===== src/sv/mwm_pkg.sv =====
// ----------------------------------------------------------------------------
// Mecanum wheel mixer package
// Widths, register codes and the word types passed between the mixer's front
// end, its queue and its back end.
// ----------------------------------------------------------------------------
`default_nettype none

package mwm_pkg;

  localparam int unsigned LANES      = 4;   // front A, front B, rear A, rear B
  localparam int unsigned DATA_W     = 16;
  localparam int unsigned FRAC_W     = 8;
  localparam int unsigned LEVER_W    = 10;
  localparam int unsigned GAIN_W     = 16;
  localparam int unsigned LIMIT_W    = 15;
  localparam int unsigned CFG_IDX_W  = 2;
  localparam int unsigned CFG_DATA_W = 16;

  // wheel speed in Q.16, command in Q.24
  localparam int unsigned SPEED_W  = 27;
  localparam int unsigned CMD_W    = SPEED_W + GAIN_W;
  localparam int unsigned MAG_W    = CMD_W - 1;
  localparam int unsigned LIM_SHIFT = 16;

  // scaling: (magnitude * limit) / top, quotient never above the limit
  localparam int unsigned HALF_W = MAG_W / 2;
  localparam int unsigned PROD_W = HALF_W + LIMIT_W;
  localparam int unsigned DIVD_W = MAG_W + LIMIT_W;
  localparam int unsigned QUO_W  = LIMIT_W;

  localparam int unsigned FRONT_STAGES = 6;
  localparam int unsigned FIFO_DEPTH   = 4;
  localparam int unsigned FIFO_AW      = $clog2(FIFO_DEPTH);

  // lanes whose command leaves negated
  localparam logic [LANES-1:0] LANE_IS_A = 4'b0101;

  typedef enum logic [CFG_IDX_W-1:0] {
    REG_LEVER = 2'd0,
    REG_GAIN  = 2'd1,
    REG_LIMIT = 2'd2
  } reg_idx_t;

  typedef struct packed {
    logic [LEVER_W-1:0] lever;
    logic [GAIN_W-1:0]  gain;
    logic [LIMIT_W-1:0] limit;
  } cfg_t;

  localparam cfg_t CFG_RESET = '{
    lever: LEVER_W'(261),
    gain:  GAIN_W'(18358),
    limit: LIMIT_W'(8960)
  };

  // one classified command, front end to back end
  typedef struct packed {
    logic                         scaled;
    logic [LANES-1:0]             neg;
    logic [LANES-1:0][MAG_W-1:0]  mag;
    logic [MAG_W-1:0]             top;
  } job_t;

  // data riding alongside the divider
  typedef struct packed {
    logic                         scaled;
    logic [LANES-1:0]             neg;
    logic [LANES-1:0][QUO_W-1:0]  plain;
  } side_t;

endpackage

`default_nettype wire


===== src/sv/mwm_cfg.sv =====
// ----------------------------------------------------------------------------
// Mecanum wheel mixer configuration registers
// Holds the rotation lever, speed gain and command limit; writes to an
// unknown index are dropped.
// ----------------------------------------------------------------------------
`default_nettype none

module mwm_cfg
  import mwm_pkg::*;
(
  input  logic                  clk,
  input  logic                  rst_n,
  input  logic                  cfg_valid,
  output logic                  cfg_ready,
  input  logic [CFG_IDX_W-1:0]  cfg_index,
  input  logic [CFG_DATA_W-1:0] cfg_wdata,
  output cfg_t                  cfg
);

  cfg_t cfg_r;

  assign cfg_ready = 1'b1;
  assign cfg       = cfg_r;

  always_ff @(posedge clk) begin
    if (!rst_n) begin
      cfg_r <= CFG_RESET;
    end else if (cfg_valid) begin
      unique case (reg_idx_t'(cfg_index))
        REG_LEVER: cfg_r.lever <= cfg_wdata[LEVER_W-1:0];
        REG_GAIN:  cfg_r.gain  <= cfg_wdata[GAIN_W-1:0];
        REG_LIMIT: cfg_r.limit <= cfg_wdata[LIMIT_W-1:0];
        default: begin
        end
      endcase
    end
  end

endmodule

`default_nettype wire


===== config.mk =====
export PLATFORM = sky130hd
export DESIGN_NAME = mwm_cfg
export DESIGN_NICKNAME = d
export VERILOG_FILES = /design/src/sv/mwm_pkg.sv /design/src/sv/mwm_cfg.sv
export SDC_FILE = /design/constraint.sdc
export NUM_CORES = 1
export LEC_CHECK = 0
export BUFFER_PORTS_ARGS = -buffer_cell sky130_fd_sc_hd__buf_2
export CORE_UTILIZATION = 52
export DETAILED_ROUTE_END_ITERATION = 16
export PLACE_DENSITY_LB_ADDON = 0.1
export REMOVE_ABC_BUFFERS = 1
export SETUP_SLACK_MARGIN = 0.2
export SYNTH_ARGS = -nofsm -noshare
export SYNTH_HDL_FRONTEND = slang
export SYNTH_SLANG_ARGS = --single-unit

===== constraint.sdc =====
create_clock -name clk -period 2.2 [get_ports clk]
set_input_delay 0.22 -clock clk [delete_from_list [all_inputs] [get_ports clk]]
set_output_delay 0.22 -clock clk [all_outputs]
set_load 0.1 [all_outputs]

; ---- After elaboration in Yosys (flattened, before gate mapping)
; Cells that the tools add are included.
; W data, S select, Z words.
[op_classes]
magnitude_cmp = 0
add_sub_neg = 0
n_div = 0
multipliers = 0
n_reduce_logical = 4
bitwise_logic = 0
muxes = 0
shifts = 0
eq_ne = 2
[op_table]
columns = cell, n
row1 = $reduce_and A2 Y1, 3
row2 = $eq A2 B1 Y1 const B, 1
row3 = $eq A2 B2 Y1 const B, 1
row4 = $logic_not A2 Y1, 1
[word_totals]
ramBits = 0
mem_bits_ro = 0
elab_cells = 9
latchBits = 0
mem_count = 0
reg_bits = 41
output_inout_bits = 42
input_bits = 21

; ---- Depth between registers and ports, before layout
; Gate-level depths: netlist (run 1).
[depth]
ltp_word = 2
depth_mapped = 5
mapped_depth_nobuf = 2

; ---- Worst setup path after synthesis (run 1)
; OpenSTA, ideal clock, no wires.
[synth_timing]
path_kind = reg-to-reg
start = reg cfg[13] (netlist name)
end = reg cfg_r (netlist bit cfg[13])
arrival_time_ps = 1186
path_slack_ps = 935
n_path_buf = 0
setup_ps = 79
path_stages_with_launch = 3
t_required_ps = 2121
period_less_slack_ps = 1265
path_cell_list = dfxtp_1 -> inv_1 -> o211ai_1
[synth_lines]
columns = element, line
row1 = "end, declared", mwm_cfg.sv:20  ; cfg_t cfg_r;

; ---- Worst setup path after layout (run 1)
[layout_timing]
start = reg cfg_r (netlist bit cfg[16])
end = out cfg[16] in the netlist's numbering
[layout_lines]
columns = element, line
row1 = "end, declared", mwm_cfg.sv:17  ; output cfg_t cfg
; No word-level cell between the ends.

==> impl_metrics.ini, run 1 <==
[worst_setup_path]
crit_end = cfg[16]
worstSetupPathDepth = 1
crit_arrival_ns = 1.14
reg2reg_depth = 2
crit_path_start = cfg[16]
worstPathBufferInverterCount = 1
critPathRequiredTime_ns = 1.98
cpLargestDelayFamily = buffers and inverters
path_cells = buf_2
reg2reg_to = cfg[3]
critPathLaunchType = flop
worstSetupPathType = reg -> out
cp_slowest_cell = buf_2
crit_path_max_fanout = 2
rrSetupSlack_ns = 1.54
cp_slowest_stage_delay_ns = 0.43
endpoint_kind = output port
r2r-start = cfg[3]

[grt]
grt_pass1_vias = 1247
grt_start_max_net_pins = 38
grt_pass1_wl_um = 5610
antenna_found_initial = 0
track_usage_pct = 22.2
grt_overflow_total = 0

[die]
die_area_sq_um = 3450
die_h_um = 58.7
die-width_um = 58.7
coreArea_sq_um = 3050
rows = 20
initial_core_util_pct = 54.8
io_pins = 63

[timing]
skew_ns = 0
setup_violations = 0
rsz0062_at_grt = false
finalCritPeriodShare_pct = 61.6
tns_ns = 0
worst_pin_slew_ns = 0.585
slew_viol_final = 0
slew_headroom_pct = 60.9
fmax_mhz = 737
layout_min_cycle_time_ns = 1.36
hold_viol = 0

[clocking]
cts_resized = 0
cts.sinks = 41
cts_root_buf = clkbuf_4
ctsHoldBuffers = 0
cts_buffers = 5
tritoncts = done
clk_latency_ns = 0.34
clock_path_buffers = 2
cts_setup_buffers = 0
cts_max_level = 2
clk_pin_slew_ns = 0.10

[synthesis]
ys_seq_area_share_pct = 49.1
avgSynthCellArea_sq_um = 9.78
syn-cell-area_sq_um = 1670
synth_cell_types = 17
yosysWarnings = 0
ys_seq_elements = 41
syn-instance-count = 171

[place]
dp.cells = 263
port_buffers = 61
gp_congestion = 0.714
dp_hpwl_um = 2670

[layout]
final_cells = 270
largest_reg_flops = 41
layout-drive-gt1-share_pct = 31.4
syn2layout_area_growth_pct = 21.1
diodes = 0
nNetsFinal = 247
fill_cells = 284

[pwr]
irDropWorstVdd_mv = 0.412
power_density_nw_per_um2 = 749
power_frac_clock_pct = 24.4
sw_frac_of_total_pct = 34.5
power_frac_comb_pct = 23.8
power_frac_seq_pct = 51.8
switching_power_uw = 523
cellLeakagePower_uw = 0.00100
internal_power_uw = 992

[min_path]
hp-class = in -> reg

[route]
drc = 0
drtIter0Drc = 72
postRouteAntennaNets = 0
wl_per_cell_um = 13.2
viasPerCell = 4.96
wl_um = 3560
firstDrtPassIters = 4
vias = 1340

[run]
drv_cap = 0

[status]
status = finished, final reports clean
==> Yosys cell counts <==
cell type  instances  area [sq um]
buf_2              8          40.0
clkbuf_1           5          18.8
dfxtp_1           41           821
mux2i_1           33           330
nand4bb_1          1          11.3
o211ai_1           8          60.1
nand3b_1           1          7.51
nand4b_1           7          61.3
conb_1             1          3.75
buf_6              1          11.3
nand2_1           41           154
nor3b_4            1          18.8
and3b_1            2          17.5
inv_1              8          30.0
or3b_1             1          8.76
buf_4              2          15.0
nor2b_1           10          62.6
==> area by class of cell <==
type	count	area [sq um]	share of cell area, %
tap	44	55.1	2.72
clock buffer	7	55.1	2.72
sequential	41	821	40.5
timing repair buffer	64	328	16.2
inverter	8	30.0	1.48
multi-input combinational	106	736	36.3
==> worst reg2reg max path, stage by stage, from the launching register on <==
cell	delay [ns]
dfxtp_1	0.36
nand2_1	0.06
mux2i_1	0.17
==> through the flow <==
stage	worst slack, ns	power (uW)	hold slack, ns	utilization, %	area [sq um]
4_1_cts	0.816	1530	0.112	66.3	2020
3_3_place_gp	0.865	1160	0.439	64.5	1970
3_5_place_dp	0.782	1160	0.448	64.5	1970
2_1_floorplan	0.932	1080	0.309	-	1590
6_report	0.844	1520	0.128	66.3	2020
5_1_grt	0.788	1580	0.119	66.3	2020
==> power groups by stage <==
stage	registers [uW]	clock network, uW	logic [uW]
6_report	785	370	361
5_1_grt	789	419	375
4_1_cts	786	385	362
3_5_place_dp	802	0	361
3_3_place_gp	800	0	356
2_1_floorplan	1010	0	68.7
==> cell families after synthesis <==
logic type	count (synthesis)	share of synthesized area, %
flops	41	49.1
other cells	1	0.224
simple gates	64	20.4
compound gates	8	3.59
mux	33	19.8
buf+inv	24	6.89
==> worst min-delay path by stage <==
stage	endpoint	slack (ns)	from	cells past startpoint
final	cfg[40]	0.13	cfg_wdata[9]	3
after global routing	cfg[40]	0.12	cfg_wdata[9]	3
after CTS	cfg[40]	0.11	cfg_wdata[9]	3
after detailed placement	cfg[2]	0.45	cfg[2]	2
after global placement	cfg[14]	0.44	cfg[14]	2
after floorplan	cfg[13]	0.31	rst_n	1
==> per-layer routing <==
| metal | part of all wire (%) | track usage (%) |
|---|---|---|
| met3 | 6.5 | 7.69 |
| met4 | 1.5 | 7.82 |
| met2 | 50 | 39.2 |
| met5 | 0 | 0 |
| met1 | 42 | 24.7 |
==> cell usage in the layout (no fill, tap or decap) <==
cell and n:
o211ai_1 8, clkbuf_1 1, inv_1 8, nand3b_1 1, buf_4 3, nand4bb_1 1
and3b_1 2, nand2_1 41, clkbuf_8 1, or3b_1 1, buf_2 61, conb_1 1
clkbuf_4 5, nor2b_1 10, nor3b_4 1, dfxtp_1 41, mux2i_1 33, nand4b_1 7
Note: power is estimated with default switching activity, not from simulation.
==> inputs of run 2 (changes only) <==
--- a/config.mk
+++ b/config.mk
@@ -6,7 +6,7 @@
 export NUM_CORES = 1
 export LEC_CHECK = 0
 export BUFFER_PORTS_ARGS = -buffer_cell sky130_fd_sc_hd__buf_2
-export CORE_UTILIZATION = 52
+export CORE_UTILIZATION = 43
 export DETAILED_ROUTE_END_ITERATION = 16
 export PLACE_DENSITY_LB_ADDON = 0.1
 export REMOVE_ABC_BUFFERS = 1
==> constraint.sdc (replaced) <==
create_clock -name clk -period 1.22 [get_ports clk]
set_input_delay 0.122 -clock clk [delete_from_list [all_inputs] [get_ports clk]]
set_output_delay 0.122 -clock clk [all_outputs]
set_load 0.1 [all_outputs]
==> run 2 against run 1 <==
Clock skew is the same; flip-flop and latch count unchanged; highest routed layer unchanged; count of clock-buffer cells in the layout stayed put; total power increased by 100%; worst setup slack got worse by 0.62 ns.
==> impl_metrics.ini, run 2 (synthesized netlist as in run 1, its figures left out) <==
[status]
status = finished, final reports clean

[pwr]
internal_power_uw = 2100
irDropWorstVdd_mv = 0.931
cellLeakagePower_uw = 0.00120
sw_frac_of_total_pct = 31.8
power_frac_clock_pct = 27.6
power_frac_comb_pct = 25.6
power_frac_seq_pct = 46.7
switching_power_uw = 982
power_density_nw_per_um2 = 1180
p_total_uw = 3090

[min_path]
hp-class = in -> reg

[clocking]
cts_buffers = 5
clk_pin_slew_ns = 0.07
cts_setup_buffers = 0
cts_root_buf = clkbuf_8
tritoncts = done
clock_path_buffers = 2
cts.sinks = 41
clk_latency_ns = 0.28
ctsHoldBuffers = 0
cts_max_level = 2

[grt]
track_usage_pct = 18.7
antenna_found_initial = 0
grt_overflow_total = 0
grt_pass1_wl_um = 5960
grt_start_max_net_pins = 26
grt_pass1_vias = 1353

[route]
firstDrtPassIters = 4
wl_um = 3720
vias = 1388
wl_per_cell_um = 13.2
drtIter0Drc = 50
drc = 0
postRouteAntennaNets = 0
viasPerCell = 4.94

[place]
port_buffers = 61
gp_congestion = 0.756
dpl_cell_area_sq_um = 2030
dp_hpwl_um = 2630

[worst_setup_path]
cpLargestDelayFamily = flip-flops
cp_slowest_cell = dfxtp_1
critPathLaunchType = flop
worstSetupPathType = reg -> out
critPathRequiredTime_ns = 1.10
crit_path_max_fanout = 2
crit_arrival_ns = 0.87
worstPathBufferInverterCount = 1
cp_slowest_stage_delay_ns = 0.38
path_cells = buf_8
endpoint_kind = output port
rrSetupSlack_ns = 0.54

[die]
coreArea_sq_um = 3690
initial_core_util_pct = 45.3
io_pins = 63
rows = 22
die_h_um = 64.4
die_area_sq_um = 4140
die-width_um = 64.4

[layout]
syn2layout_area_growth_pct = 57.1
layout-drive-gt1-share_pct = 38.2
final_cell_mix = 41 x nand2_1, 33 x mux2i_1, 30 x dfxtp_1
final_common_cell = nand2_1
fill_cells = 270
nNetsFinal = 254
fin_area_sq_um = 2630
largest_reg_flops = 41
diodes = 0

[timing]
setup_violations = 0
skew_ns = 0
layout_min_cycle_time_ns = 0.996
hold_viol = 0
fmax_mhz = 1000
slew_viol_final = 0
rsz0062_at_grt = false
hold_ws_ns = 0.0923
finalCritPeriodShare_pct = 81.6

[run]
drv_cap = 0
-- run 2: timing repair --
action                                  in CTS  in global routing
resized for setup                           83                 67
endpoints found under the setup margin      41                 34
pin swaps                                    0                  0
-- run 2: cell type report --
class,instances,area (sq um),area share (%)
flip-flops and latches,41,835,31.8
multi-input cells,106,736,28.0
clock buffers,7,86.3,3.29
well taps,48,60.1,2.29
repair buffers,71,880,33.5
inverters,8,30.0,1.14
-- run 2: through the flow --
step	TNS [ns]	utilization, %	setup slack (ns)	cells
5_1_grt	0	71.2	0.185	281
2_1_floorplan	-0.598	-	-0.0481	155
4_1_cts	0	64.3	0.189	281
3_3_place_gp	0	55.0	0.123	274
3_5_place_dp	0	55.0	0.0464	274
6_report	0	71.2	0.224	281
-- run 2: routing by layer --
metal	vias up	share of wire, %	track usage, %
li1	686	-	-
met1	660	43	22.4
met5	-	0	0
met3	4	5.5	6.07
met2	38	50	31.6
met4	0	0.91	5.83
-- run 2: power by group through the flow --
stage	clock (uW)	sequential, uW	combinational (uW)
after detailed placement	0	1440	668
after CTS	881	1430	732
after global placement	0	1440	659
after floorplan	0	1820	124
after global routing	953	1450	824
final	852	1440	792
-- run 2: worst paths after layout --
kind	start	end	cells after the start
setup / recovery	cfg[19]	cfg[19]	1
hold / removal	cfg_wdata[13]	cfg[28]	3
setup reg to reg	cfg[20]	cfg[20]	2
hold reg to reg	cfg[15]	cfg[15]	2
==> inputs of run 3 (changes only) <==
--- a/config.mk
+++ b/config.mk
@@ -5,8 +5,9 @@
 export SDC_FILE = /design/constraint.sdc
 export NUM_CORES = 1
 export LEC_CHECK = 0
+export ABC_AREA = 1
 export BUFFER_PORTS_ARGS = -buffer_cell sky130_fd_sc_hd__buf_2
-export CORE_UTILIZATION = 43
+export CORE_UTILIZATION = 44
 export DETAILED_ROUTE_END_ITERATION = 16
 export PLACE_DENSITY_LB_ADDON = 0.1
 export REMOVE_ABC_BUFFERS = 1
==> constraint.sdc (replaced) <==
create_clock -name clk -period 0.85 [get_ports clk]
set_input_delay 0.085 -clock clk [delete_from_list [all_inputs] [get_ports clk]]
set_output_delay 0.085 -clock clk [all_outputs]
set_load 0.1 [all_outputs]
==> run 3 against run 2 <==
The run now ends with negative setup slack left; final cell count increased by 33%; synthesized area increased by 8.8%; synthesized cell count increased by 40%; count of clock-buffer cells in the layout increased by 1; core utilization increased by 7.8 points; routed wire length increased by 18%; register-to-register slack got worse by 0.51 ns; sequential share of layout area decreased by 3.6 points; die area increased by 6.1%; largest cell class unchanged.
==> impl_metrics.ini, run 3 <==
[run]
drv_cap = 0

[place]
dp_hpwl_um = 3030
dpl_cell_area_sq_um = 2810
dp.cells = 351
gp_congestion = 0.771
port_buffers = 61

[timing]
slew_viol_final = 0
finalCritPeriodShare_pct = 109
setup_violations = 41
hold_ws_ns = 0.0178
rsz0062_at_grt = true
hold_viol = 0
fmax_mhz = 1080
tns_ns = -2.52
layout_min_cycle_time_ns = 0.923
skew_ns = 0
setup_ws_ns = -0.0727

[worst_setup_path]
path_cells = buf_12
endpoint_kind = output port
worstSetupPathType = reg -> out
crit_path_max_fanout = 2
worstPathBufferInverterCount = 1
crit_arrival_ns = 0.84
cp_slowest_stage_delay_ns = 0.37
cp_slowest_cell = dfxtp_2
critPathLaunchType = flop
cpLargestDelayFamily = flip-flops
critPathRequiredTime_ns = 0.76

[clocking]
cts.sinks = 41
cts_root_buf = clkbuf_8
clock_path_buffers = 2
ctsHoldBuffers = 0
clk_latency_ns = 0.29
tritoncts = done
cts_max_level = 2
clk_pin_slew_ns = 0.07
cts_buffers = 5

[route]
wl_um = 4400
routed-wl-met2_um = 2280
vias = 1757
top_layer = met4
wl_per_cell_um = 11.8
postRouteAntennaNets = 0
drt-met1-wl_um = 1810
met3WireLength_um = 246
drc = 0
viasPerCell = 4.70
drtIter0Drc = 95
firstDrtPassIters = 4

[synthesis]
synth_edf_count = 0
ys_seq_elements = 41
synthFlopType = dfxtp_1
yosysTopAreaCellShare_pct = 45.1
syn-cell-area_sq_um = 1820
netlist_top_cells_area = dfxtp_1 45%, nand2_1 13%, nor2_1 9.1%
syn-instance-count = 240
avgSynthCellArea_sq_um = 7.57
synth_cell_types = 22
synth_async_sr_flop_share_pct = 0
yosys.area.top_type = dfxtp_1
synth_common_cells = 61 x nand2_1, 44 x nor2_1, 41 x dfxtp_1, 26 x inv_1, 25 x nand3_1
synth.most_common_cell = nand2_1
ys_seq_area_share_pct = 45.1
yosysWarnings = 0

[pwr]
irDropWorstVdd_mv = 0.906
cellLeakagePower_uw = 0.00152
power_density_nw_per_um2 = 1630

[layout]
fin_area_sq_um = 3140
final_cells = 374
nNetsFinal = 344
layout-drive-gt1-share_pct = 51.9
final_cell_mix = 57 x nand2_1, 44 x buf_12, 42 x nor2_1
final_core_util_pct = 79.0
final_common_cell = nand2_1
largest_reg_flops = 41
diodes = 0
syn2layout_area_growth_pct = 72.7

[die]
die_h_um = 66.3
rows = 23
io_pins = 63
initial_core_util_pct = 45.8
die-width_um = 66.3
die_area_sq_um = 4390
coreArea_sq_um = 3970

[grt]
track_usage_pct = 21.7
grt_overflow_total = 0
grt_pass1_vias = 1686
grt_start_max_net_pins = 42
antenna_found_initial = 0
grt_pass1_wl_um = 7180

[status]
violations = negative setup slack
status = finished, violations left

[min_path]
hp-class = in -> reg
[run 3: cell count changes in the layout (fill, tap and decap cells not counted), moves of 11 or more]
cell / change
nor2_1: +42
mux2i_1: -33
buf_12: +21
dfxtp_2: +25
nand4_1: +12
nand3_1: +25
dfxtp_1: -30
inv_2: +11
nand2_1: +16
buf_8: -11
[run 3: path summary, 6_finish.rpt]
check | from | endpoint | slack, ns | cells after the start
setup reg to reg | cfg[18] | cfg[18] | 0.03 | 6
setup / recovery | cfg[9] | cfg[9] | -0.07 | 1
hold reg to reg | cfg[25] | cfg[25] | 0.49 | 2
hold / removal | cfg_wdata[13] | cfg[28] | 0.02 | 3
[run 3: through the flow]
step / setup slack, ns / total power (uW)
2_1_floorplan: -0.421 / 3090
3_3_place_gp: -0.0526 / 3800
3_5_place_dp: -0.0906 / 3820
4_1_cts: -0.0830 / 5080
5_1_grt: -0.0979 / 5320
6_report: -0.0727 / 5100
[run 3: logic make-up after synthesis]
kind of cell,Yosys count,share of synthesized area (%)
flip-flops,41,45.1
other,1,0.206
AND/OR/NAND/NOR,146,36.1
AO/OA/AOI/OAI,7,3.79
buffers and inverters,45,14.8
[run 3: routing by layer]
metal	GRT usage [%]	vias up
li1	-	907
met1	23.8	795
met2	38.9	49
met3	6.55	6
met4	8.24	0
met5	0	-
[run 3: repair_timing]
action / in CTS / in global routing
pin swaps: 4 / 14
hold endpoints to repair: 0 / 0
resized for setup: 49 / 28
buffers inserted: 7 / 7
gates cloned: 0 / 1
setup endpoints to repair: 60 / 73
[run 3: report_power, final]
group	switching (uW)	internal (uW)	total (uW)	leakage, uW
clock network	631	583	1210	0.0000395
logic	1100	643	1740	0.00114
registers	114	2040	2150	0.000343
total	1840	3260	5100	0.00152
[run 3: layout make-up]
type                            count  area [sq um]
Tap cell                           50          62.6
Fill cell                         271           832
Sequential cell                    41           885
Multi-Input combinational cell    155           761
Timing Repair Buffer               92          1240
Clock buffer                        8          80.1
Inverter                           28           110
