$ cat src/sv/mwm_pkg.sv
// ----------------------------------------------------------------------------
// Mecanum wheel mixer package
// Widths, register codes and the word types passed between the mixer's front
// end, its queue and its back end.
// ----------------------------------------------------------------------------
`default_nettype none

package mwm_pkg;

  localparam int unsigned LANES      = 4;   // front A, front B, rear A, rear B
  localparam int unsigned DATA_W     = 16;
  localparam int unsigned FRAC_W     = 8;
  localparam int unsigned LEVER_W    = 10;
  localparam int unsigned GAIN_W     = 16;
  localparam int unsigned LIMIT_W    = 15;
  localparam int unsigned CFG_IDX_W  = 2;
  localparam int unsigned CFG_DATA_W = 16;

  // wheel speed in Q.16, command in Q.24
  localparam int unsigned SPEED_W  = 27;
  localparam int unsigned CMD_W    = SPEED_W + GAIN_W;
  localparam int unsigned MAG_W    = CMD_W - 1;
  localparam int unsigned LIM_SHIFT = 16;

  // scaling: (magnitude * limit) / top, quotient never above the limit
  localparam int unsigned HALF_W = MAG_W / 2;
  localparam int unsigned PROD_W = HALF_W + LIMIT_W;
  localparam int unsigned DIVD_W = MAG_W + LIMIT_W;
  localparam int unsigned QUO_W  = LIMIT_W;

  localparam int unsigned FRONT_STAGES = 6;
  localparam int unsigned FIFO_DEPTH   = 4;
  localparam int unsigned FIFO_AW      = $clog2(FIFO_DEPTH);

  // lanes whose command leaves negated
  localparam logic [LANES-1:0] LANE_IS_A = 4'b0101;

  typedef enum logic [CFG_IDX_W-1:0] {
    REG_LEVER = 2'd0,
    REG_GAIN  = 2'd1,
    REG_LIMIT = 2'd2
  } reg_idx_t;

  typedef struct packed {
    logic [LEVER_W-1:0] lever;
    logic [GAIN_W-1:0]  gain;
    logic [LIMIT_W-1:0] limit;
  } cfg_t;

  localparam cfg_t CFG_RESET = '{
    lever: LEVER_W'(261),
    gain:  GAIN_W'(18358),
    limit: LIMIT_W'(8960)
  };

  // one classified command, front end to back end
  typedef struct packed {
    logic                         scaled;
    logic [LANES-1:0]             neg;
    logic [LANES-1:0][MAG_W-1:0]  mag;
    logic [MAG_W-1:0]             top;
  } job_t;

  // data riding alongside the divider
  typedef struct packed {
    logic                         scaled;
    logic [LANES-1:0]             neg;
    logic [LANES-1:0][QUO_W-1:0]  plain;
  } side_t;

endpackage

`default_nettype wire

$ cat src/sv/mwm_fifo.sv
// ----------------------------------------------------------------------------
// Mecanum wheel mixer queue
// Short first-in first-out buffer of classified words between the front and
// back ends.
// ----------------------------------------------------------------------------
`default_nettype none

module mwm_fifo
  import mwm_pkg::*;
(
  input  logic clk,
  input  logic rst_n,
  input  logic push,
  input  job_t push_word,
  input  logic pop,
  output job_t pop_word,
  output logic full,
  output logic not_empty
);

  job_t               slot_r [FIFO_DEPTH];
  logic [FIFO_AW-1:0] wr_ptr_r, rd_ptr_r;
  logic [FIFO_AW:0]   count_r, count_nxt;

  assign full      = (count_r == (FIFO_AW+1)'(FIFO_DEPTH));
  assign not_empty = (count_r != '0);
  assign pop_word  = slot_r[rd_ptr_r];

  always_comb begin
    count_nxt = count_r;
    if (push && !pop) begin
      count_nxt = count_r + 1'b1;
    end else if (pop && !push) begin
      count_nxt = count_r - 1'b1;
    end
  end

  always_ff @(posedge clk) begin
    if (!rst_n) begin
      wr_ptr_r <= '0;
      rd_ptr_r <= '0;
      count_r  <= '0;
    end else begin
      count_r <= count_nxt;
      if (push) begin
        wr_ptr_r <= wr_ptr_r + 1'b1;
      end
      if (pop) begin
        rd_ptr_r <= rd_ptr_r + 1'b1;
      end
    end
  end

  always_ff @(posedge clk) begin
    if (push) begin
      slot_r[wr_ptr_r] <= push_word;
    end
  end

endmodule

`default_nettype wire

$ cat config.mk
export PLATFORM = sky130hd
export DESIGN_NAME = mwm_fifo
export DESIGN_NICKNAME = d
export VERILOG_FILES = /design/src/sv/mwm_pkg.sv /design/src/sv/mwm_fifo.sv
export SDC_FILE = /design/constraint.sdc
export NUM_CORES = 1
export LEC_CHECK = 0
export BUFFER_PORTS_ARGS = -buffer_cell sky130_fd_sc_hd__buf_2
export CAP_MARGIN = 20
export CORE_MARGIN = 2
export CORE_UTILIZATION = 40
export CTS_BUF_LIST = sky130_fd_sc_hd__clkbuf_2
export CTS_CLUSTER_SIZE = 10
export DETAILED_ROUTE_END_ITERATION = 10
export HOLD_SLACK_MARGIN = 0.02
export MAX_ROUTING_LAYER = met4
export SLEW_MARGIN = 20
export SYNTH_ARGS = -nofsm -noshare
export SYNTH_HDL_FRONTEND = slang
export SYNTH_SLANG_ARGS = --single-unit
$ cat constraint.sdc
create_clock -name clk -period 9.3 [get_ports clk]
set_input_delay 0.465 -clock clk [delete_from_list [all_inputs] [get_ports clk]]
set_output_delay 0.465 -clock clk [all_outputs]
set_load 0.03 [all_outputs]
## Word-level counts from Yosys, hierarchy flattened

Memories as Yosys holds them, arrays and structs flattened. A register that Yosys moved wholly into a read port is not among the register bits.
Index checks and enable logic that the tools add are counted.
Widths: inputs -> output; s select.

- Memory bits (writable): 860
- Output and inout bits: 217
- Memories: 1
- Input bits: 219
- Flip-flop bits (word level): 7

Memories:

| memory | words | bits a word | rd ports | clocked after Yosys merged registers in | write ports | RTL line | RTL |
|---|---|---|---|---|---|---|---|
| slot_r | 4 | 215 | 1 | 1 | 1 | mwm_fifo.sv:21 | `job_t slot_r [FIFO_DEPTH];` |

- Equal/unequal tests: 1
- Reduce and logical (&&, ||, !) cells: 6
- Multiplexer cells: 6
- $add $sub $neg: 4

Operators by type and width:

| kind | count |
|---|---|
| $mux 3 | 2 |
| $add 2x1->2 const B | 2 |
| $mux 2 | 2 |
| $add 3x1->3 const B | 1 |
| $eq 3x3->1 const B | 1 |
| $reduce_bool 3->1 | 1 |
| $sub 3x1->3 const B | 1 |
| $logic_and 1x1->1 | 2 |
| $logic_not 1->1 | 2 |
| $mux 1 | 2 |
| $reduce_bool 2->1 | 1 |

## Longest topological paths before layout

Gate-level depths: netlist of run 1.

- Word-level depth: 4
- Gate-level depth with buffers: 7

## Least setup slack after synthesis of run 1

No wires, ideal clock.

- Path kind: flip-flop to flip-flop
- Start point: register wr_ptr_r[0]
- End point: memory slot_r[0][0] in the netlist's numbering, enable pin
- Path buffers: 0
- Cell stages (with the launch flop): 4
- Arrival time: 5426 ps
- Path slack: 3273 ps
- Period minus slack after synthesis: 6027 ps
- Cells stage by stage: dfxtp_1 inv_1 ha_1 and2_1

RTL lines:

| element | RTL line | RTL |
|---|---|---|
| start, declared | mwm_fifo.sv:22 | `logic [FIFO_AW-1:0] wr_ptr_r, rd_ptr_r;` |
| start signal, assigned | mwm_fifo.sv:46 | `wr_ptr_r <= wr_ptr_r + 1'b1;` |
| end, declared | mwm_fifo.sv:21 |  |

No word-level cell before the write port.

==> results of run 1 <==
==> tightest hold or removal path, delay by kind of cell <==
family                    cells  cell delay (ns)
buffers and inverters         2             0.71
and+or+nand+nor               2             0.26
xor gates and xnor gates      1             0.06
==> cells by family after synthesis <==
kind of cell,Yosys count,share of synthesized area (%)
fa+ha+maj,6,0.263
buf+inv,52,1.14
compound gates,2,0.0398
xor+xnor,5,0.139
flops,869,82.7
simple gates,15,0.294
mux,217,15.5
==> power by group through the flow <==
stage	Clock [W]	Sequential [W]	Combinational, W
4_1_cts	0.00246	0.00456	0.00120
5_1_grt	0.00265	0.00457	0.00126
3_5_place_dp	0	0.00465	0.00105
6_report	0.00234	0.00456	0.00119
2_1_floorplan	0	0.00465	0.000718
3_3_place_gp	0	0.00464	0.00104
==> cell usage in the layout, fill, tap and decap left out, types with 3 or more instances in the layout <==
master and count:
mux4_2 215, inv_1 4, dfxtp_1 7, clkinv_2 5, clkbuf_2 286, buf_12 3
buf_4 13, and2_4 4, clkinvlp_4 3, diode_2 7, and2_1 5, xor2_1 3
clkinv_1 51, inv_6 4, edfxtp_1 860, dlygate4sd3_1 437, ha_1 5, buf_2 435
==> routing by layer <==
metal | global-route usage (%) | wire length (um) | share of wire (%)
met1 | 20.9 | 27700 | 40
met2 | 29.2 | 35600 | 51
met3 | 5.44 | 4830 | 6.9
met4 | 6.43 | 1470 | 2.1
met5 | - | 0 | 0
==> Yosys cell counts (all sizes together) <==
library cell	number	area (um2)
xnor2	2	17.5
buf	41	318
and2	9	56.3
mux4	215	4840
nor2b	2	12.5
nand2	1	3.75
o21ai	1	5.00
clkbuf	7	26.3
fa	1	20.0
xor2	3	26.3
nor3b	1	7.51
mux2i	2	20.0
dfxtp	9	180
edfxtp	860	25800
inv	4	15.0
ha	5	62.6
a21boi	1	7.51
or3	2	12.5
==> cell type report <==
class | count | area (um2) | share of cell area [%]
diodes | 7 | 17.5 | 0.0427
well taps | 1040 | 1300 | 3.18
inverters | 4 | 15.0 | 0.0366
multi-input cells | 245 | 5100 | 12.5
clock buffers | 286 | 1430 | 3.49
clock inverters | 69 | 365 | 0.891
flip-flops and latches | 869 | 26000 | 63.5
repair buffers | 889 | 6740 | 16.4
==> state kept, by name (all words and copies together), names as in the netlist, named ones only <==
name / cells
slot_r: 860
rd_ptr_r: 2
wr_ptr_r: 2
count_r: 3
==> final timing paths <==
| path | to | depth (start not counted) | start |
|---|---|---|---|
| setup / recovery | pop_word[149] | 4 | register |
| hold / removal | register | 5 | pop |
| setup reg to reg | slot_r[1][190]$_DFFE_PP_ | 4 | wr_ptr_r[0]$_SDFFE_PN0P_ |
| hold reg to reg | count_r[2]$_SDFFE_PN0P_ | 2 | count_r[2]$_SDFFE_PN0P_ |
==> metrics by stage <==
| step | cells | worst slack (ns) | instance area [um2] | util, % | hold slack, ns |
|---|---|---|---|---|---|
| final | 3409 | 4.44 | 41000 | 52.8 | 0.292 |
| after global routing | 3407 | 3.85 | 41000 | 52.8 | 0.136 |
| after CTS | 3401 | 3.99 | 40900 | 52.8 | 0.0512 |
| after detailed placement | 2609 | 5.52 | 34800 | 44.8 | 0.545 |
| after global placement | 2609 | 5.53 | 34800 | 44.8 | 0.485 |
| after floorplan | 1166 | 3.27 | 31500 | - | 0.467 |
==> impl_metrics.env, run 1 <==
export IMPL_clockBufferDepth=3
export IMPL_ctsHoldBuffers=437
export IMPL_die_area_mm2=0.0809
export IMPL_critPathRequiredTime_ns=8.84
export IMPL_crit_path_max_fanout=42
export IMPL_final_nets=2445
export IMPL_ys_warn_count=0
export IMPL_end_kind="output pin"
export IMPL_crit_buf_inv=3
export IMPL_fin_crit_sh_pct=52.3
export IMPL_ir_drop_mv=0.115
export IMPL_synth_area_mm2=0.0315
export IMPL_p_sw_w=0.00222
export IMPL_skew_ns=0.0692
export IMPL_drt_iter0_markers=947
export IMPL_max_stage_delay_ns=0.86
export IMPL_cpMaxStageDelayCell="dfxtp_4"
export IMPL_syn2layout_area_growth_pct=30.3
export IMPL_cap_violations=0
export IMPL_place_congestion=0.748
export IMPL_p_leak_nw=14.3
export IMPL_wl_per_cell_um=20.4
export IMPL_die_w_um=284
export IMPL_grt_util_all_layers_pct=17.8
export IMPL_ys_types=19
export IMPL_grt_pass1_wl_mm=106
export IMPL_postRouteAntennaNets=0
export IMPL_rsz0062_at_grt="false"
export IMPL_clkPwrFrac_pct=28.9
export IMPL_crit_path_frequent_cell="buf_4"
export IMPL_grt_antenna_before_repair=5
export IMPL_fillCellCount=6305
export IMPL_cts_sinks=869
export IMPL_synth_seq_cells=869
export IMPL_start_kind="register"
export IMPL_postSynthAreaPerCell_um2=27.0
export IMPL_io_pins=436
export IMPL_min_period_ns=4.86
export IMPL_cts_tree="yes"
export IMPL_drt_pass1_iter_count=5
export IMPL_cp_arrival_ns=4.40
export IMPL_wirelength_mm=69.5
export IMPL_tns_ns=0
export IMPL_hpwl_mm=38.9
export IMPL_p_comb_share_pct=14.7
export IMPL_cp_top_family="buffers and inverters"
export IMPL_drive_gt1_share_pct=41.4
export IMPL_hold_violations=0
export IMPL_fp_row_count=102
export IMPL_outcome="finished, final reports clean"
export IMPL_synth_yosys_seq_area_share_pct=82.7
export IMPL_port_buffers=435
export IMPL_swShare_pct=27.5
export IMPL_path_class="reg2out"
export IMPL_gr_total_overflow=0
export IMPL_clockRootBuffer="clkbuf_2"
export IMPL_grt_pass1_vias=18400
export IMPL_die_h_um=284
export IMPL_tightestPinTransition_ns=1.06
export IMPL_clock_fmax_mhz=206
export IMPL_grt_max_degree=155
export IMPL_reg2reg_slack_ns=5.89
export IMPL_slew_headroom_pct=29.1
export IMPL_vias_per_cell=4.85
export IMPL_drc_errors=0
export IMPL_insertion_delay_ns=1.35
export IMPL_power_total_w=0.00808
export IMPL_clk_pin_slew_worst_paths_ns=0.09
export IMPL_cts_buffers=211
export IMPL_hold_class="in2reg"
export IMPL_htree_levels=4
export IMPL_core_area_mm2=0.0776
export IMPL_start_util_pct=40.5
export IMPL_cts_resized=0
export IMPL_internal_power_w=0.00586
export IMPL_post_cts_buffers=0
export IMPL_syn_inst=1166
export IMPL_via_count=16500
export IMPL_final_setup_viol_count=0
export IMPL_p_per_area_mw_per_mm2=197
export IMPL_syn_nets=1391
export IMPL_cp_cell_sequence="buf_4, buf_4, mux4_2, buf_2"
export IMPL_pwr_share_seq_pct=56.4
export IMPL_drv_slew=0
Power figures use the tool's default switching activity.
==> inputs of run 2 (changes only) <==
Clock period 9.3 ns to 4.94 ns, I/O delays scaled along.
==> run 2 against run 1 <==
  * Die area is the same
  * Critical endpoint is now pop_word[107]
  * Critical path depth shrank 1
  * Setup slack worse by 3.4 ns
  * Global-route usage rose by 0.13 points
==> impl_metrics.env, run 2 (same netlist as run 1, synthesis figures left out) <==
export IMPL_outcome="finished, final reports clean"
export IMPL_grt_pass1_vias=19200
export IMPL_gr_total_overflow=0
export IMPL_dp_cells=2614
export IMPL_power_total_w=0.0154
export IMPL_fin_cells=3509
export IMPL_drt_pass1_iter_count=5
export IMPL_ctsHoldBuffers=535
export IMPL_final_nets=2549
export IMPL_p_per_area_mw_per_mm2=366
export IMPL_io_pins=436
export IMPL_cts_tree="yes"
export IMPL_htree_levels=4
export IMPL_clk_pin_slew_worst_paths_ns=0.09
export IMPL_regMostFlops="slot_r"
export IMPL_cts_sinks=869
export IMPL_cts_buffers=213
export IMPL_grt_pass1_wl_mm=107
export IMPL_fin_crit_sh_pct=78.3
export IMPL_final_setup_viol_count=0
export IMPL_wirelength_mm=69.9
export IMPL_syn2layout_area_growth_pct=33.9
export IMPL_grt_antenna_before_repair=6
export IMPL_drv_slew=0
export IMPL_die_area_mm2=0.0809
export IMPL_reg2reg_depth=6
export IMPL_die_h_um=284
export IMPL_tightestPinTransition_ns=1.03
export IMPL_hold_violations=0
export IMPL_end_kind="output pin"
export IMPL_slew_headroom_pct=31.4
export IMPL_post_cts_buffers=0
export IMPL_postRouteAntennaNets=0
export IMPL_max_stage_delay_ns=0.95
export IMPL_setup_ws_ns=1.07
export IMPL_drive_gt1_share_pct=40.3
export IMPL_grt_util_all_layers_pct=18.0
export IMPL_min_period_ns=3.87
export IMPL_insertion_delay_ns=1.37
export IMPL_hold_path_depth=3
export IMPL_reg_top3="slot_r x860, count_r x3"
export IMPL_clockRootBuffer="clkbuf_2"
export IMPL_cts_resized=0
export IMPL_wl_per_cell_um=19.9
export IMPL_clock_fmax_mhz=258
export IMPL_cp_arrival_ns=3.62
export IMPL_path_class="reg2out"
export IMPL_layout_commonest_cell="edfxtp_1"
export IMPL_grt_max_degree=100
export IMPL_rsz0062_at_grt="false"
export IMPL_port_buffers=435
export IMPL_p_leak_nw=14.8
export IMPL_final_cell_mix="edfxtp_1, dlygate4sd3_1, buf_2"
export IMPL_drt_iter0_markers=895
export IMPL_hpwl_mm=37.7
export IMPL_cap_violations=0
export IMPL_die_w_um=284
export IMPL_tns_ns=0
export IMPL_largest_reg_flops=860
export IMPL_hold_class="in2reg"
export IMPL_cp_cell_sequence="buf_4, mux4_2, buf_2"
export IMPL_ir_drop_mv=0.234
export IMPL_skew_ns=0.113
export IMPL_core_area_mm2=0.0776
export IMPL_fp_row_count=102
export IMPL_via_count=16900
export IMPL_vias_per_cell=4.82
export IMPL_critPathRequiredTime_ns=4.69
export IMPL_place_congestion=0.742
export IMPL_start_util_pct=40.5
export IMPL_crit_path_max_fanout=42
export IMPL_start_kind="register"
export IMPL_drc_errors=0
export IMPL_pre_cts_ws_ns=2.30
export IMPL_clockBufferDepth=3
export IMPL_cpMaxStageDelayCell="dfxtp_4"
-- run 2: path summary, 6_finish.rpt --
check	slack, ns	from	end
worst max register to register	2.37	count_r[0]$_SDFFE_PN0P_	count_r[2]$_SDFFE_PN0P_
worst max-delay path	1.07	register	pop_word[107]
worst min-delay path	0.27	push_word[97]	slot_r[0][97]$_DFFE_PP_
worst min register to register	0.59	count_r[1]$_SDFFE_PN0P_	count_r[1]$_SDFFE_PN0P_
-- run 2: area by class of cell --
| class | count | area [um2] |
|---|---|---|
| Timing Repair Buffer | 991 | 7840 |
| Multi-Input combinational cell | 245 | 5100 |
| Clock buffer | 300 | 1500 |
| Antenna cell | 7 | 17.5 |
| Sequential cell | 869 | 26000 |
| Clock inverter | 53 | 320 |
| Fill cell | 6124 | 35500 |
| Inverter | 4 | 15.0 |
| Tap cell | 1040 | 1300 |
-- run 2: critical path, delay by kind of cell (launching register included) --
kind | cells | cell delay [ns]
flops | 1 | 0.95
buf+inv | 2 | 0.72
mux | 1 | 0.59
-- run 2: power by group --
part	leakage [nW]	switching [W]	internal (W)	total, W
clock	1.40	0.00280	0.00172	0.00452
sequential	7.97	0.000109	0.00846	0.00857
combinational	5.41	0.00133	0.000971	0.00230
-- run 2: stage by stage --
| stage | util (%) | hold slack (ns) | cell area (um2) |
|---|---|---|---|
| 2_1_floorplan | - | 0.346 | 31500 |
| 3_3_place_gp | 45.0 | 0.457 | 34900 |
| 3_5_place_dp | 45.0 | 0.462 | 34900 |
| 4_1_cts | 54.2 | 0.0202 | 42100 |
| 5_1_grt | 54.3 | 0.0859 | 42100 |
| 6_report | 54.3 | 0.272 | 42100 |
-- run 2: layer usage --
layer	GRT usage [%]	up-vias	wire length (um)
met5	-	-	0
met4	7.22	0	1840
met3	5.47	122	4640
met2	30.4	533	36600
met1	19.9	8707	26800
li1	-	7536	-
==> inputs of run 3 (changes only) <==
Settings changed: ABC_AREA set to 1.
Clock period 4.94 ns to 3.86 ns, I/O delays scaled along.
==> run 3 against run 2 <==
  * Power rose by 29%
  * Register-to-register slack got worse by 1.4 ns
  * Clock power rose by 30%
  * Clock skew fell by 0.0018 ns
  * Utilization rose by 0.57 points
  * Largest power group unchanged
  * Highest routed layer unchanged
==> impl_metrics.env, run 3 <==
export IMPL_wl_per_cell_um=20.1
export IMPL_syn_inst=2138
export IMPL_vias_per_cell=5.16
export IMPL_synth_simple_area_share_pct=5.23
export IMPL_synth_yosys_seq_area_share_pct=80.5
export IMPL_slew_headroom_pct=27.2
export IMPL_muxShareOfSynthArea_pct=0
export IMPL_synth_most_common_cell="edfxtp_1"
export IMPL_hold_path_depth=3
export IMPL_htree_levels=4
export IMPL_start_util_pct=40.2
export IMPL_fp_row_count=104
export IMPL_synthAdderAreaFrac_pct=0.256
export IMPL_core_area_mm2=0.0803
export IMPL_insertion_delay_ns=1.40
export IMPL_ys_async_sr_fraction_pct=0
export IMPL_postRouteAntennaNets=0
export IMPL_synth_compound_area_share_pct=11.0
export IMPL_drt_pass1_iter_count=5
export IMPL_clockRootBuffer="clkbuf_2"
export IMPL_pre_cts_ws_ns=1.01
export IMPL_p_leak_nw=16.0
export IMPL_power_total_w=0.0198
export IMPL_reg2reg_depth=6
export IMPL_regMostFlops="slot_r"
export IMPL_cap_violations=0
export IMPL_via_count=23500
export IMPL_setup_ws_ns=0.297
export IMPL_cp_arrival_ns=3.37
export IMPL_port_buffers=435
export IMPL_die_h_um=288
export IMPL_die_area_mm2=0.0830
export IMPL_cpMaxStageDelayCell="bufbuf_16"
export IMPL_ir_drop_mv=0.314
export IMPL_post_route_util_pct=54.8
export IMPL_min_period_ns=3.56
export IMPL_end_kind="output pin"
export IMPL_clock_fmax_mhz=281
export IMPL_grt_max_degree=111
export IMPL_cp_cell_sequence="inv_6, bufbuf_16, o21ai_0, o22ai_1, buf_2"
export IMPL_drive_gt1_share_pct=23.5
export IMPL_final_setup_viol_count=0
export IMPL_clk_pin_slew_worst_paths_ns=0.10
export IMPL_gr_total_overflow=0
export IMPL_synthTopCellsByArea="edfxtp_1, o21ai_0, nor2_1"
export IMPL_critPathRequiredTime_ns=3.67
export IMPL_ys_types=21
export IMPL_synth_top_family_by_area="compound AO/OA/AOI/OAI gates"
export IMPL_final_area_mm2=0.0440
export IMPL_synth_xor_area_share_pct=0
export IMPL_synth_edf_count=860
export IMPL_final_cell_mix="edfxtp_1, dlygate4sd3_1, nor2_1"
export IMPL_fin_cells=4557
export IMPL_syn_nets=2363
export IMPL_crit_path_max_fanout=107
export IMPL_cts_buffers=209
export IMPL_r2r_start="wr_ptr_r[0]$_SDFFE_PN0P_"
export IMPL_place_area_mm2=0.0354
export IMPL_synth_top_area_share_pct=80.0
export IMPL_reg_top3="slot_r x860, count_r x3"
export IMPL_drt_iter0_markers=1734
export IMPL_netlist_top_cells_count="edfxtp_1, nor2_1, o21ai_0, o22ai_1, o21ai_1"
export IMPL_hpwl_mm=44.1
export IMPL_grt_util_all_layers_pct=22.3
export IMPL_grt_pass1_wl_mm=137
export IMPL_die_w_um=288
export IMPL_synth_flop_cell="edfxtp_1"
export IMPL_fin_crit_sh_pct=92.3
export IMPL_grt_pass1_vias=25000
export IMPL_path_class="reg2out"
export IMPL_grt_antenna_before_repair=2
export IMPL_drc_errors=0
export IMPL_wirelength_mm=91.8
export IMPL_hold_violations=0
export IMPL_yosys_area_top_type="edfxtp_1"
export IMPL_synth_area_mm2=0.0323
export IMPL_ys_warn_count=0
export IMPL_io_pins=436
export IMPL_layout_commonest_cell="edfxtp_1"
export IMPL_dp_cells=3524
export IMPL_final_nets=3562
export IMPL_syn2layout_area_growth_pct=36.3
export IMPL_drv_slew=0
export IMPL_skew_ns=0.112
export IMPL_p_per_area_mw_per_mm2=450
export IMPL_hold_class="in2reg"
export IMPL_cts_sinks=869
export IMPL_outcome="finished, final reports clean"
export IMPL_cts_tree="yes"
export IMPL_synth_seq_cells=869
export IMPL_postSynthAreaPerCell_um2=15.1
export IMPL_rsz0062_at_grt="false"
export IMPL_start_kind="register"
export IMPL_max_stage_delay_ns=0.61
export IMPL_place_congestion=0.778
export IMPL_tightestPinTransition_ns=1.09
export IMPL_hp_start="push_word[96]"
export IMPL_clockBufferDepth=3
export IMPL_largest_reg_flops=860
## run 3: layer usage
layer  track usage (%)  vias to the layer above  share of wire [%]
met5                 -                        -                  0
met4              11.0                        0                4.0
met3              5.58                      241                6.7
met2              37.2                      949                 51
met1              25.0                    11700                 39
li1                  -                    10700                  -
## run 3: kinds of logic after synthesis
logic type,Yosys count
AO/OA/AOI/OAI,655
adder cells (fa/ha/maj),6
buffers and inverters,159
flip-flops,869
AND/OR/NAND/NOR,449
## run 3: cell type report
class	instances	area [um2]
flip-flops and latches	869	26000
diodes	4	10.0
multi-input cells	1110	5340
fillers	6370	36300
inverters	17	110
well taps	1060	1330
clock buffers	307	1540
clock inverters	60	310
repair inverters	1	16.3
repair buffers	1129	9370
## run 3: critical path, delay by kind of cell, from the launching register on
kind            cells  cell delay, ns
compound gates      2            0.45
buf+inv             3            1.00
flops               1            0.48
## run 3: final timing paths
check / to / slack (ns)
setup / recovery: pop_word[52] / 0.30
hold / removal: slot_r[1][96]$_DFFE_PP_ / 0.25
setup reg to reg: slot_r[2][156]$_DFFE_PP_ / 0.96
hold reg to reg: register / 0.45
## run 3: per-stage QoR
step                      hold slack (ns)  setup TNS (ns)
final                               0.253               0
after global routing               0.0537               0
after CTS                          0.0246               0
after detailed placement            0.407               0
after global placement              0.400               0
after floorplan                     0.292         -289.18
## run 3: what timing repair did
item / 4_1_cts / 5_1_grt
hold buffers: 650 / 0
buffers inserted: 8 / 0
endpoints found under the setup margin: 215 / 0
endpoints found under the hold margin: 1237 / 0
gates resized for setup: 5 / 0
## run 3: power by group
group | total [W] | internal, W | leakage [nW] | switching, W
clock | 0.00586 | 0.00227 | 1.42 | 0.00359
combinational | 0.00306 | 0.00107 | 6.61 | 0.00200
sequential | 0.0109 | 0.0108 | 7.98 | 0.0000957
total | 0.0198 | 0.0141 | 16.0 | 0.00568
